**src/hdl/sss_pkg.sv**
```systemverilog
package sss_pkg;

    localparam int KIND_W   = 3;
    localparam int STATUS_W = 2;
    localparam int TGT_W    = 7;

    typedef enum logic [KIND_W-1:0] {
        KIND_PUSH     = 3'd0,
        KIND_POP      = 3'd1,
        KIND_PEEK     = 3'd2,
        KIND_LOOKUP   = 3'd3,
        KIND_POP_TO   = 3'd4,
        KIND_EXIT     = 3'd5
    } kind_t;

    localparam logic [STATUS_W-1:0] ST_OK    = 2'd0;
    localparam logic [STATUS_W-1:0] ST_EMPTY = 2'd1;
    localparam logic [STATUS_W-1:0] ST_FULL  = 2'd2;

    localparam logic CFG_STRONG = 1'b0;
    localparam logic CFG_WEAK   = 1'b1;

    typedef enum logic [1:0] {
        S_IDLE,
        S_EXEC,
        S_CHECK,
        S_FINISH
    } state_t;

    typedef struct packed {
        logic                latch_req;
        logic                load_ptr;
        logic                step_ptr;
        logic                do_push;
        logic                count_from_ptr;
        logic                trim_count;
        logic                set_status;
        logic [STATUS_W-1:0] status_code;
        logic                capture_entry;
        logic                capture_pos;
        logic                load_out;
    } cmd_t;

    typedef struct packed {
        logic [KIND_W-1:0] kind;
        logic              count_zero;
        logic              full;
        logic              ptr_one;
        logic              is_strong;
        logic              is_weak;
        logic              key_match;
        logic              type_match;
        logic              out_busy;
    } stat_t;

endpackage

```
**src/hdl/sss_ctrl.sv**
```systemverilog
module sss_ctrl (
    input  logic           aclk,
    input  logic           aresetn,
    input  logic           s_tvalid,
    output logic           s_tready,
    input  sss_pkg::stat_t stat,
    output sss_pkg::cmd_t  cmd
);
    import sss_pkg::*;

    state_t state_reg;
    state_t state_next;

    always_ff @(posedge aclk) begin
        if (!aresetn) begin
            state_reg <= S_IDLE;
        end else begin
            state_reg <= state_next;
        end
    end

    always_comb begin
        state_next = state_reg;
        cmd        = '0;
        s_tready   = (state_reg == S_IDLE);
        case (state_reg)
            S_IDLE: begin
                if (s_tvalid) begin
                    cmd.latch_req = 1'b1;
                    state_next    = S_EXEC;
                end
            end
            S_EXEC: begin
                state_next = S_FINISH;
                case (stat.kind)
                    KIND_PUSH: begin
                        if (stat.full) begin
                            cmd.set_status  = 1'b1;
                            cmd.status_code = ST_FULL;
                        end else begin
                            cmd.do_push = 1'b1;
                        end
                    end
                    KIND_POP, KIND_PEEK, KIND_EXIT: begin
                        if (stat.count_zero) begin
                            cmd.set_status  = 1'b1;
                            cmd.status_code = ST_EMPTY;
                        end else begin
                            cmd.load_ptr = 1'b1;
                            state_next   = S_CHECK;
                        end
                    end
                    KIND_LOOKUP: begin
                        if (!stat.count_zero) begin
                            cmd.load_ptr = 1'b1;
                            state_next   = S_CHECK;
                        end
                    end
                    KIND_POP_TO: begin
                        cmd.trim_count = 1'b1;
                    end
                    default: begin
                    end
                endcase
            end
            S_CHECK: begin
                state_next = S_FINISH;
                case (stat.kind)
                    KIND_POP: begin
                        cmd.capture_entry  = 1'b1;
                        cmd.count_from_ptr = 1'b1;
                    end
                    KIND_PEEK: begin
                        cmd.capture_entry = 1'b1;
                    end
                    KIND_EXIT: begin
                        cmd.count_from_ptr = 1'b1;
                        if (!stat.type_match && !stat.ptr_one) begin
                            cmd.step_ptr = 1'b1;
                            state_next   = S_CHECK;
                        end
                    end
                    KIND_LOOKUP: begin
                        if (stat.is_strong) begin
                            state_next = S_FINISH;
                        end else if (!stat.is_weak && stat.key_match) begin
                            cmd.capture_entry = 1'b1;
                            cmd.capture_pos   = 1'b1;
                        end else if (!stat.ptr_one) begin
                            cmd.step_ptr = 1'b1;
                            state_next   = S_CHECK;
                        end
                    end
                    default: begin
                    end
                endcase
            end
            S_FINISH: begin
                if (!stat.out_busy) begin
                    cmd.load_out = 1'b1;
                    state_next   = S_IDLE;
                end
            end
            default: begin
                state_next = S_IDLE;
            end
        endcase
    end

endmodule

```
**src/hdl/sss_datapath.sv**
```systemverilog
module sss_datapath #(
    parameter int DEPTH       = 64,
    parameter int KEY_WIDTH   = 32,
    parameter int VALUE_WIDTH = 32,
    parameter int TYPE_WIDTH  = 4,
    parameter int IN_DW       = 80,
    parameter int OUT_DW      = 88
) (
    input  logic                    aclk,
    input  logic                    aresetn,
    input  logic [IN_DW-1:0]        s_tdata,
    input  logic [sss_pkg::KIND_W-1:0] s_tuser,
    output logic                    m_tvalid,
    input  logic                    m_tready,
    output logic [OUT_DW-1:0]       m_tdata,
    output logic [2:0]              m_tuser,
    input  logic                    cfg_we,
    input  logic                    cfg_index,
    input  logic [TYPE_WIDTH-1:0]   cfg_wdata,
    input  sss_pkg::cmd_t           cmd,
    output sss_pkg::stat_t          stat
);
    import sss_pkg::*;

    localparam int KW   = KEY_WIDTH;
    localparam int VW   = VALUE_WIDTH;
    localparam int TW   = TYPE_WIDTH;
    localparam int AW   = (DEPTH > 1) ? $clog2(DEPTH) : 1;
    localparam int CW   = $clog2(DEPTH + 1);
    localparam int EW   = KW + TW + VW;
    localparam int CMPW = (CW > 8) ? CW : 8;
    localparam int OUTW = KW + TW + VW + AW + CW;

    logic [EW-1:0] mem [DEPTH];

    logic [TW-1:0]       strong_reg;
    logic [TW-1:0]       weak_reg;
    logic [KIND_W-1:0]   req_kind_reg;
    logic [KW-1:0]       req_key_reg;
    logic [TW-1:0]       req_type_reg;
    logic [VW-1:0]       req_value_reg;
    logic [TGT_W-1:0]    req_target_reg;
    logic [CW-1:0]       count_reg;
    logic [CW-1:0]       count_next;
    logic [CW-1:0]       ptr_reg;
    logic [CW-1:0]       ptr_next;
    logic [CW-1:0]       ptr_dec;
    logic [AW-1:0]       rd_addr;
    logic [EW-1:0]       rd_data_reg;
    logic [KW-1:0]       rd_key;
    logic [TW-1:0]       rd_type;
    logic [VW-1:0]       rd_value;
    logic                res_hit_reg;
    logic [KW-1:0]       res_key_reg;
    logic [TW-1:0]       res_type_reg;
    logic [VW-1:0]       res_value_reg;
    logic [AW-1:0]       res_pos_reg;
    logic [STATUS_W-1:0] res_status_reg;
    logic                m_tvalid_reg;
    logic [OUT_DW-1:0]   m_tdata_reg;
    logic [2:0]          m_tuser_reg;
    logic [CMPW-1:0]     limit;

    assign rd_key   = rd_data_reg[KW-1:0];
    assign rd_type  = rd_data_reg[KW +: TW];
    assign rd_value = rd_data_reg[KW+TW +: VW];
    assign ptr_dec  = ptr_reg - CW'(1);

    assign limit = (req_target_reg[TGT_W-1] ? CMPW'(0) : CMPW'(req_target_reg[TGT_W-2:0]))
                   + CMPW'(1);

    always_comb begin
        ptr_next = ptr_reg;
        if (cmd.load_ptr) begin
            ptr_next = count_reg;
        end else if (cmd.step_ptr) begin
            ptr_next = ptr_dec;
        end
        rd_addr = AW'(ptr_next - CW'(1));
    end

    always_comb begin
        count_next = count_reg;
        if (cmd.do_push) begin
            count_next = count_reg + CW'(1);
        end else if (cmd.count_from_ptr) begin
            count_next = ptr_dec;
        end else if (cmd.trim_count) begin
            if (CMPW'(count_reg) > limit) begin
                count_next = CW'(limit);
            end
        end
    end

    always_ff @(posedge aclk) begin
        if (!aresetn) begin
            strong_reg   <= TW'(1);
            weak_reg     <= TW'(2);
            count_reg    <= '0;
            m_tvalid_reg <= 1'b0;
        end else begin
            if (cfg_we) begin
                case (cfg_index)
                    CFG_STRONG: strong_reg <= cfg_wdata;
                    CFG_WEAK:   weak_reg   <= cfg_wdata;
                    default: begin
                    end
                endcase
            end
            count_reg <= count_next;
            if (cmd.load_out) begin
                m_tvalid_reg <= 1'b1;
            end else if (m_tready) begin
                m_tvalid_reg <= 1'b0;
            end
        end
    end

    always_ff @(posedge aclk) begin
        ptr_reg     <= ptr_next;
        rd_data_reg <= mem[rd_addr];
        if (cmd.do_push) begin
            mem[count_reg[AW-1:0]] <= {req_value_reg, req_type_reg, req_key_reg};
        end
    end

    always_ff @(posedge aclk) begin
        if (cmd.latch_req) begin
            req_kind_reg   <= s_tuser;
            req_key_reg    <= s_tdata[KW-1:0];
            req_type_reg   <= s_tdata[KW +: TW];
            req_value_reg  <= s_tdata[KW+TW +: VW];
            req_target_reg <= s_tdata[KW+TW+VW +: TGT_W];
            res_hit_reg    <= 1'b0;
            res_key_reg    <= '0;
            res_type_reg   <= '0;
            res_value_reg  <= '0;
            res_pos_reg    <= '0;
            res_status_reg <= ST_OK;
        end else begin
            if (cmd.set_status) begin
                res_status_reg <= cmd.status_code;
            end
            if (cmd.capture_entry) begin
                res_hit_reg   <= 1'b1;
                res_key_reg   <= rd_key;
                res_type_reg  <= rd_type;
                res_value_reg <= rd_value;
            end
            if (cmd.capture_pos) begin
                res_pos_reg <= ptr_dec[AW-1:0];
            end
        end
        if (cmd.load_out) begin
            m_tdata_reg <= OUT_DW'({count_reg, res_pos_reg, res_value_reg, res_type_reg,
                                    res_key_reg});
            m_tuser_reg <= {res_status_reg, res_hit_reg};
        end
    end

    assign m_tvalid = m_tvalid_reg;
    assign m_tdata  = m_tdata_reg;
    assign m_tuser  = m_tuser_reg;

    always_comb begin
        stat            = '0;
        stat.kind       = req_kind_reg;
        stat.count_zero = (count_reg == '0);
        stat.full       = (count_reg == CW'(DEPTH));
        stat.ptr_one    = (ptr_reg == CW'(1));
        stat.is_strong  = (rd_type == strong_reg);
        stat.is_weak    = (rd_type == weak_reg);
        stat.key_match  = (rd_key == req_key_reg);
        stat.type_match = (rd_type == req_type_reg);
        stat.out_busy   = m_tvalid_reg && !m_tready;
    end

endmodule

```
**src/hdl/scoped_symbol_stack_top.sv**
```systemverilog
// A request is taken only in idle and latched; then the block pushes, trims the stack for
// pop to index, or flags an empty or full stack, else loads the walk pointer for pop, peek,
// lookup and exit scope; lookup and exit scope walk down at most DEPTH entries.
// The result is loaded once the output is free, and no new request is taken until then;
// the walk reads one stack slot per cycle from a single registered memory read port.
// Reset (aresetn low, synchronous): stack empty, border codes 1 and 2, no result pending.
module scoped_symbol_stack_top #(
    parameter int DEPTH       = 64,
    parameter int KEY_WIDTH   = 32,
    parameter int VALUE_WIDTH = 32,
    parameter int TYPE_WIDTH  = 4
) (
    input  logic                                aclk,
    input  logic                                aresetn,
    input  logic                                s_tvalid,
    output logic                                s_tready,
    // key, entry_type, entry_value, target_index
    input  logic [((KEY_WIDTH+TYPE_WIDTH+VALUE_WIDTH+sss_pkg::TGT_W+7)/8)*8-1:0] s_tdata,
    // kind
    input  logic [sss_pkg::KIND_W-1:0]          s_tuser,
    output logic                                m_tvalid,
    input  logic                                m_tready,
    // out_key, out_type, out_value, position, occupancy
    output logic [((KEY_WIDTH+TYPE_WIDTH+VALUE_WIDTH+$clog2(DEPTH)+$clog2(DEPTH+1)+7)/8)*8-1:0]
                                                m_tdata,
    // hit, status
    output logic [2:0]                          m_tuser,
    input  logic                                cfg_we,
    input  logic                                cfg_index,
    input  logic [TYPE_WIDTH-1:0]               cfg_wdata
);
    import sss_pkg::*;

    localparam int IN_DW  = ((KEY_WIDTH + TYPE_WIDTH + VALUE_WIDTH + TGT_W + 7) / 8) * 8;
    localparam int OUT_DW =
        ((KEY_WIDTH + TYPE_WIDTH + VALUE_WIDTH + $clog2(DEPTH) + $clog2(DEPTH + 1) + 7) / 8) * 8;

    cmd_t  cmd;
    stat_t stat;

    sss_ctrl u_ctrl (
        .aclk     (aclk),
        .aresetn  (aresetn),
        .s_tvalid (s_tvalid),
        .s_tready (s_tready),
        .stat     (stat),
        .cmd      (cmd)
    );

    sss_datapath #(
        .DEPTH       (DEPTH),
        .KEY_WIDTH   (KEY_WIDTH),
        .VALUE_WIDTH (VALUE_WIDTH),
        .TYPE_WIDTH  (TYPE_WIDTH),
        .IN_DW       (IN_DW),
        .OUT_DW      (OUT_DW)
    ) u_datapath (
        .aclk      (aclk),
        .aresetn   (aresetn),
        .s_tdata   (s_tdata),
        .s_tuser   (s_tuser),
        .m_tvalid  (m_tvalid),
        .m_tready  (m_tready),
        .m_tdata   (m_tdata),
        .m_tuser   (m_tuser),
        .cfg_we    (cfg_we),
        .cfg_index (cfg_index),
        .cfg_wdata (cfg_wdata),
        .cmd       (cmd),
        .stat      (stat)
    );

endmodule

```
**config.mk**
```make
export PLATFORM = sky130hd
export DESIGN_NAME = scoped_symbol_stack_top
export DESIGN_NICKNAME = d
export VERILOG_FILES = /design/src/hdl/sss_pkg.sv /design/src/hdl/sss_ctrl.sv /design/src/hdl/sss_datapath.sv /design/src/hdl/scoped_symbol_stack_top.sv
export SDC_FILE = /design/constraint.sdc
export NUM_CORES = 2
export LEC_CHECK = 0
export BUFFER_PORTS_ARGS = -buffer_cell sky130_fd_sc_hd__buf_2
export CAP_MARGIN = 25
export CELL_PAD_IN_SITES_DETAIL_PLACEMENT = 0
export CELL_PAD_IN_SITES_GLOBAL_PLACEMENT = 1
export CORE_MARGIN = 3
export CORE_UTILIZATION = 56
export DETAILED_ROUTE_END_ITERATION = 6
export GPL_TIMING_DRIVEN = 1
export PLACE_DENSITY_LB_ADDON = 0.1
export SYNTH_ARGS = -nofsm -noshare
export SYNTH_HDL_FRONTEND = slang
export SYNTH_MEMORY_MAX_BITS = 65536
export SYNTH_SLANG_ARGS = --single-unit
```
**constraint.sdc**
```tcl
create_clock -name aclk -period 7.2 [get_ports aclk]
set_clock_uncertainty 0.1 [all_clocks]
set_input_delay 1.44 -clock aclk [delete_from_list [all_inputs] [get_ports aclk]]
set_output_delay 1.44 -clock aclk [all_outputs]
set_load 0.1 [all_outputs]
```
==> impl_metrics.toml <==
[critical_path]
cp_cell_sequence = "xor2_1, o41ai_4, nor2_1, and4bb_4, o22ai_1, a31oi_2, ha_4, inv_1, or3_1, nand2_8, buf_12, buf_12, mux4_2, mux2i_1, a221o_1, o311ai_1, buf_4"
slowest_delay_ns = 0.80
critical_path_class = "flip-flop to flip-flop"
crit_path_top_delay_cell = "o41ai_4"
crit_family = "compound AO/OA/AOI/OAI gates"
cp_num_buf_inv = 4
cp.arrival_ns = 7.10
cp-start-kind = "flip-flop"
cp_common_cell = "buf_12"
cp_max_fo = 38
crit_required_ns = 8.00
endpoint_kind = "flip-flop"

[floorplan]
core-area_um2 = 315700
fp.dieH_um = 569.8
die_w_um = 569.8
ios = 186
rows = 206
die-area_um2 = 324600
floorplan.initialDensity = 0.5637

[logic_synthesis]
syn_area_um2 = 178000
netlist_instances = 8468
synth_top_area_share = 0.7618
async_flop_share = 0
ys_types = 76
synthFlopType = "edfxtp_1"
synthTopCellsByCount = "4,515 x edfxtp_1, 947 x mux4_2, 713 x nand2_1"
synth_edf_count = 4515
synth.area.top_cells = "edfxtp_1 76%, mux4_2 12%, dfxtp_1 1.9%"
ys.warnings.count = 0
yosysSeqAreaShare = 0.7808
synth-seq-cells = 4684
synth_top_area_cell = "edfxtp_1"
synth.most_common_cell = "edfxtp_1"
syn_area_per_cell_um2 = 21.02

[cells_and_area]
area_growth_pct = 13.46
layout-drive-gt1-share = 0.2570
largest_reg_flops = 4352
final_cell_area_um2 = 201900
nNetsFinal = 9126

[clock_tree]
cts_tree = "built"
root_buffer = "clkbuf_16"
cts_hold_buf = 0
clk_pin_slew_ns = 0.06
post_cts_buffers = 0
cts_sinks = 4684
clkLatencyLatePin_ns = 0.99
cts_buffers = 468
ctsResizeCount = 0
cts_buffer_depth = 4
htree_levels = 5

[sta]
min_period_ns = 6.296
fin_crit_sh = 0.8744
finalHoldViolCount = 0
final_max_slew_viol_count = 0
setup_viol = 0
relSlewSlack = 0.2460
grt_setup_unrepaired = "no"
tns_ns = 0
fmax_ghz = 0.1588
worstMarginPinSlew_ns = 1.131

[global_route]
antenna_found_initial = 20
grt_start_max_net_pins = 97
grt_pass1_wl_um = 716300
grt_pass1_vias = 89840
grt-ovfl-total = 0
grt_usage = 0.3207

[routing]
remaining_drc_errors = 0
num_vias = 92760
drt-total-wl_um = 522700
first_pass_iters = 6
detail-route-antenna-nets = 0
dr.first_iter.drc_count = 15640
routed_wire_length_per_instance_um = 38.46
vias_per_cell = 6.827

[placed_design]
dpl_cell_area_um2 = 186500
gp_congestion = 0.8028
dp_hpwl_um = 263700
io_buffers = 173

[flow_run]
maxCapViolCount = 0

[power_and_ir_drop]
max-vdd-ir-drop_v = 0.0005288
p_leak_nw = 64.75
p_per_area_nw_per_um2 = 431.2

[outcome]
status = "complete, no violations"

[hold_path]
timing.hold.worst.class = "flip-flop to flip-flop"
## final timing paths
| path | endpoint | slack, ns | cells past startpoint | from |
|---|---|---|---|---|
| max | u_datapath.rd_data_reg[23]$_DFF_P_ | 0.90 | 17 | u_datapath.rd_data_reg[35]$_DFF_P_ |
| max reg2reg | u_datapath.rd_data_reg[23]$_DFF_P_ | 0.90 | 17 | u_datapath.rd_data_reg[35]$_DFF_P_ |
| min | u_datapath.m_tdata[6]$_DFFE_PP_ | 0.33 | 0 | u_datapath.res_key_reg[6]$_SDFFE_PP0P_ |
| min reg2reg | u_datapath.m_tdata[6]$_DFFE_PP_ | 0.33 | 0 | u_datapath.res_key_reg[6]$_SDFFE_PP0P_ |
## cells by family after synthesis
logic type                 count (synthesis)  synth area share
DFF                                     4684            0.7808
buffers and inverters                    498           0.01329
muxes                                   1371            0.1446
and+or+nand+nor                         1205           0.02999
other                                      1        0.00002107
adders and majority gates                 17          0.001195
AOI/OAI and AO/OA                        636           0.02733
xor gates and xnor gates                  56          0.002756
## metal layers
metal | vias up | share of wire | track usage | wire length, um
li1 | 36180 | - | - | -
met1 | 49440 | 0.38 | 0.4734 | 200700
met2 | 6188 | 0.46 | 0.4901 | 241000
met3 | 958 | 0.12 | 0.06539 | 62410
met4 | 0 | 0.035 | 0.09959 | 18550
met5 | - | 0 | 0 | 0
## worst reg2reg max path, delay by kind of cell, from the launching register on
family / cells / cell delay [ns]
AOI/OAI and AO/OA: 5 / 2.10
and+or+nand+nor: 4 / 1.57
buffers and inverters: 4 / 0.95
DFF: 1 / 0.74
muxes: 2 / 0.35
xor gates and xnor gates: 1 / 0.25
adders and majority gates: 1 / 0.18
## where the power goes
part / internal, W / total (W) / switching [W]
clock: 0.0141 / 0.0243 / 0.0102
sequential: 0.0318 / 0.0323 / 0.000552
combinational: 0.0128 / 0.0304 / 0.0177
## layout by cell type, fill, tap and decap left out, types with 16 or more instances in the layout
cell type,Yosys,final
mux2i_1,289,289
buf_4,57,273
a211oi_1,70,70
xnor2_1,21,21
a21oi_1,151,150
bufinv_16,0,42
buf_2,157,173
nand2_1,713,710
inv_1,17,17
mux4_2,947,947
mux2_2,135,135
clkinv_1,0,69
and2_1,75,72
clkbuf_1,239,128
nand3_1,227,227
nor2_4,0,69
dfxtp_1,169,169
nor2_1,101,32
clkbuf_8,0,47
ha_1,17,16
a32oi_1,137,137
o311ai_1,68,68
buf_12,0,102
xor2_1,35,35
a22oi_1,68,67
clkinv_2,0,84
clkbuf_16,0,476
a221o_1,68,68
edfxtp_1,4515,4515
## metrics by stage
stage / util / hold slack (ns) / std cells / total power (W) / setup slack [ns]
final: 0.6395 / 0.3263 / 13590 / 0.08707 / 0.9043
after global routing: 0.6395 / 0.3397 / 13590 / 0.09012 / 0.8480
after CTS: 0.6394 / 0.3198 / 13580 / 0.08732 / 1.025
after detailed placement: 0.5908 / 0.3171 / 12700 / 0.06326 / 1.054
after global placement: 0.5906 / 0.3116 / 12700 / 0.06293 / 0.4996
after floorplan: - / 0.3076 / 8474 / 0.05372 / 1.320
## layout make-up
class | instances | area (um2)
timing repair buffer | 551 | 5024
fill | 21140 | 113800
tap | 4160 | 5205
inverter | 19 | 78.83
sequential | 4684 | 139000
multi-input combinational | 3292 | 37320
antenna | 5 | 12.51
clock inverter | 226 | 2285
clock buffer | 651 | 13040
(Power assumes the default switching activity.)
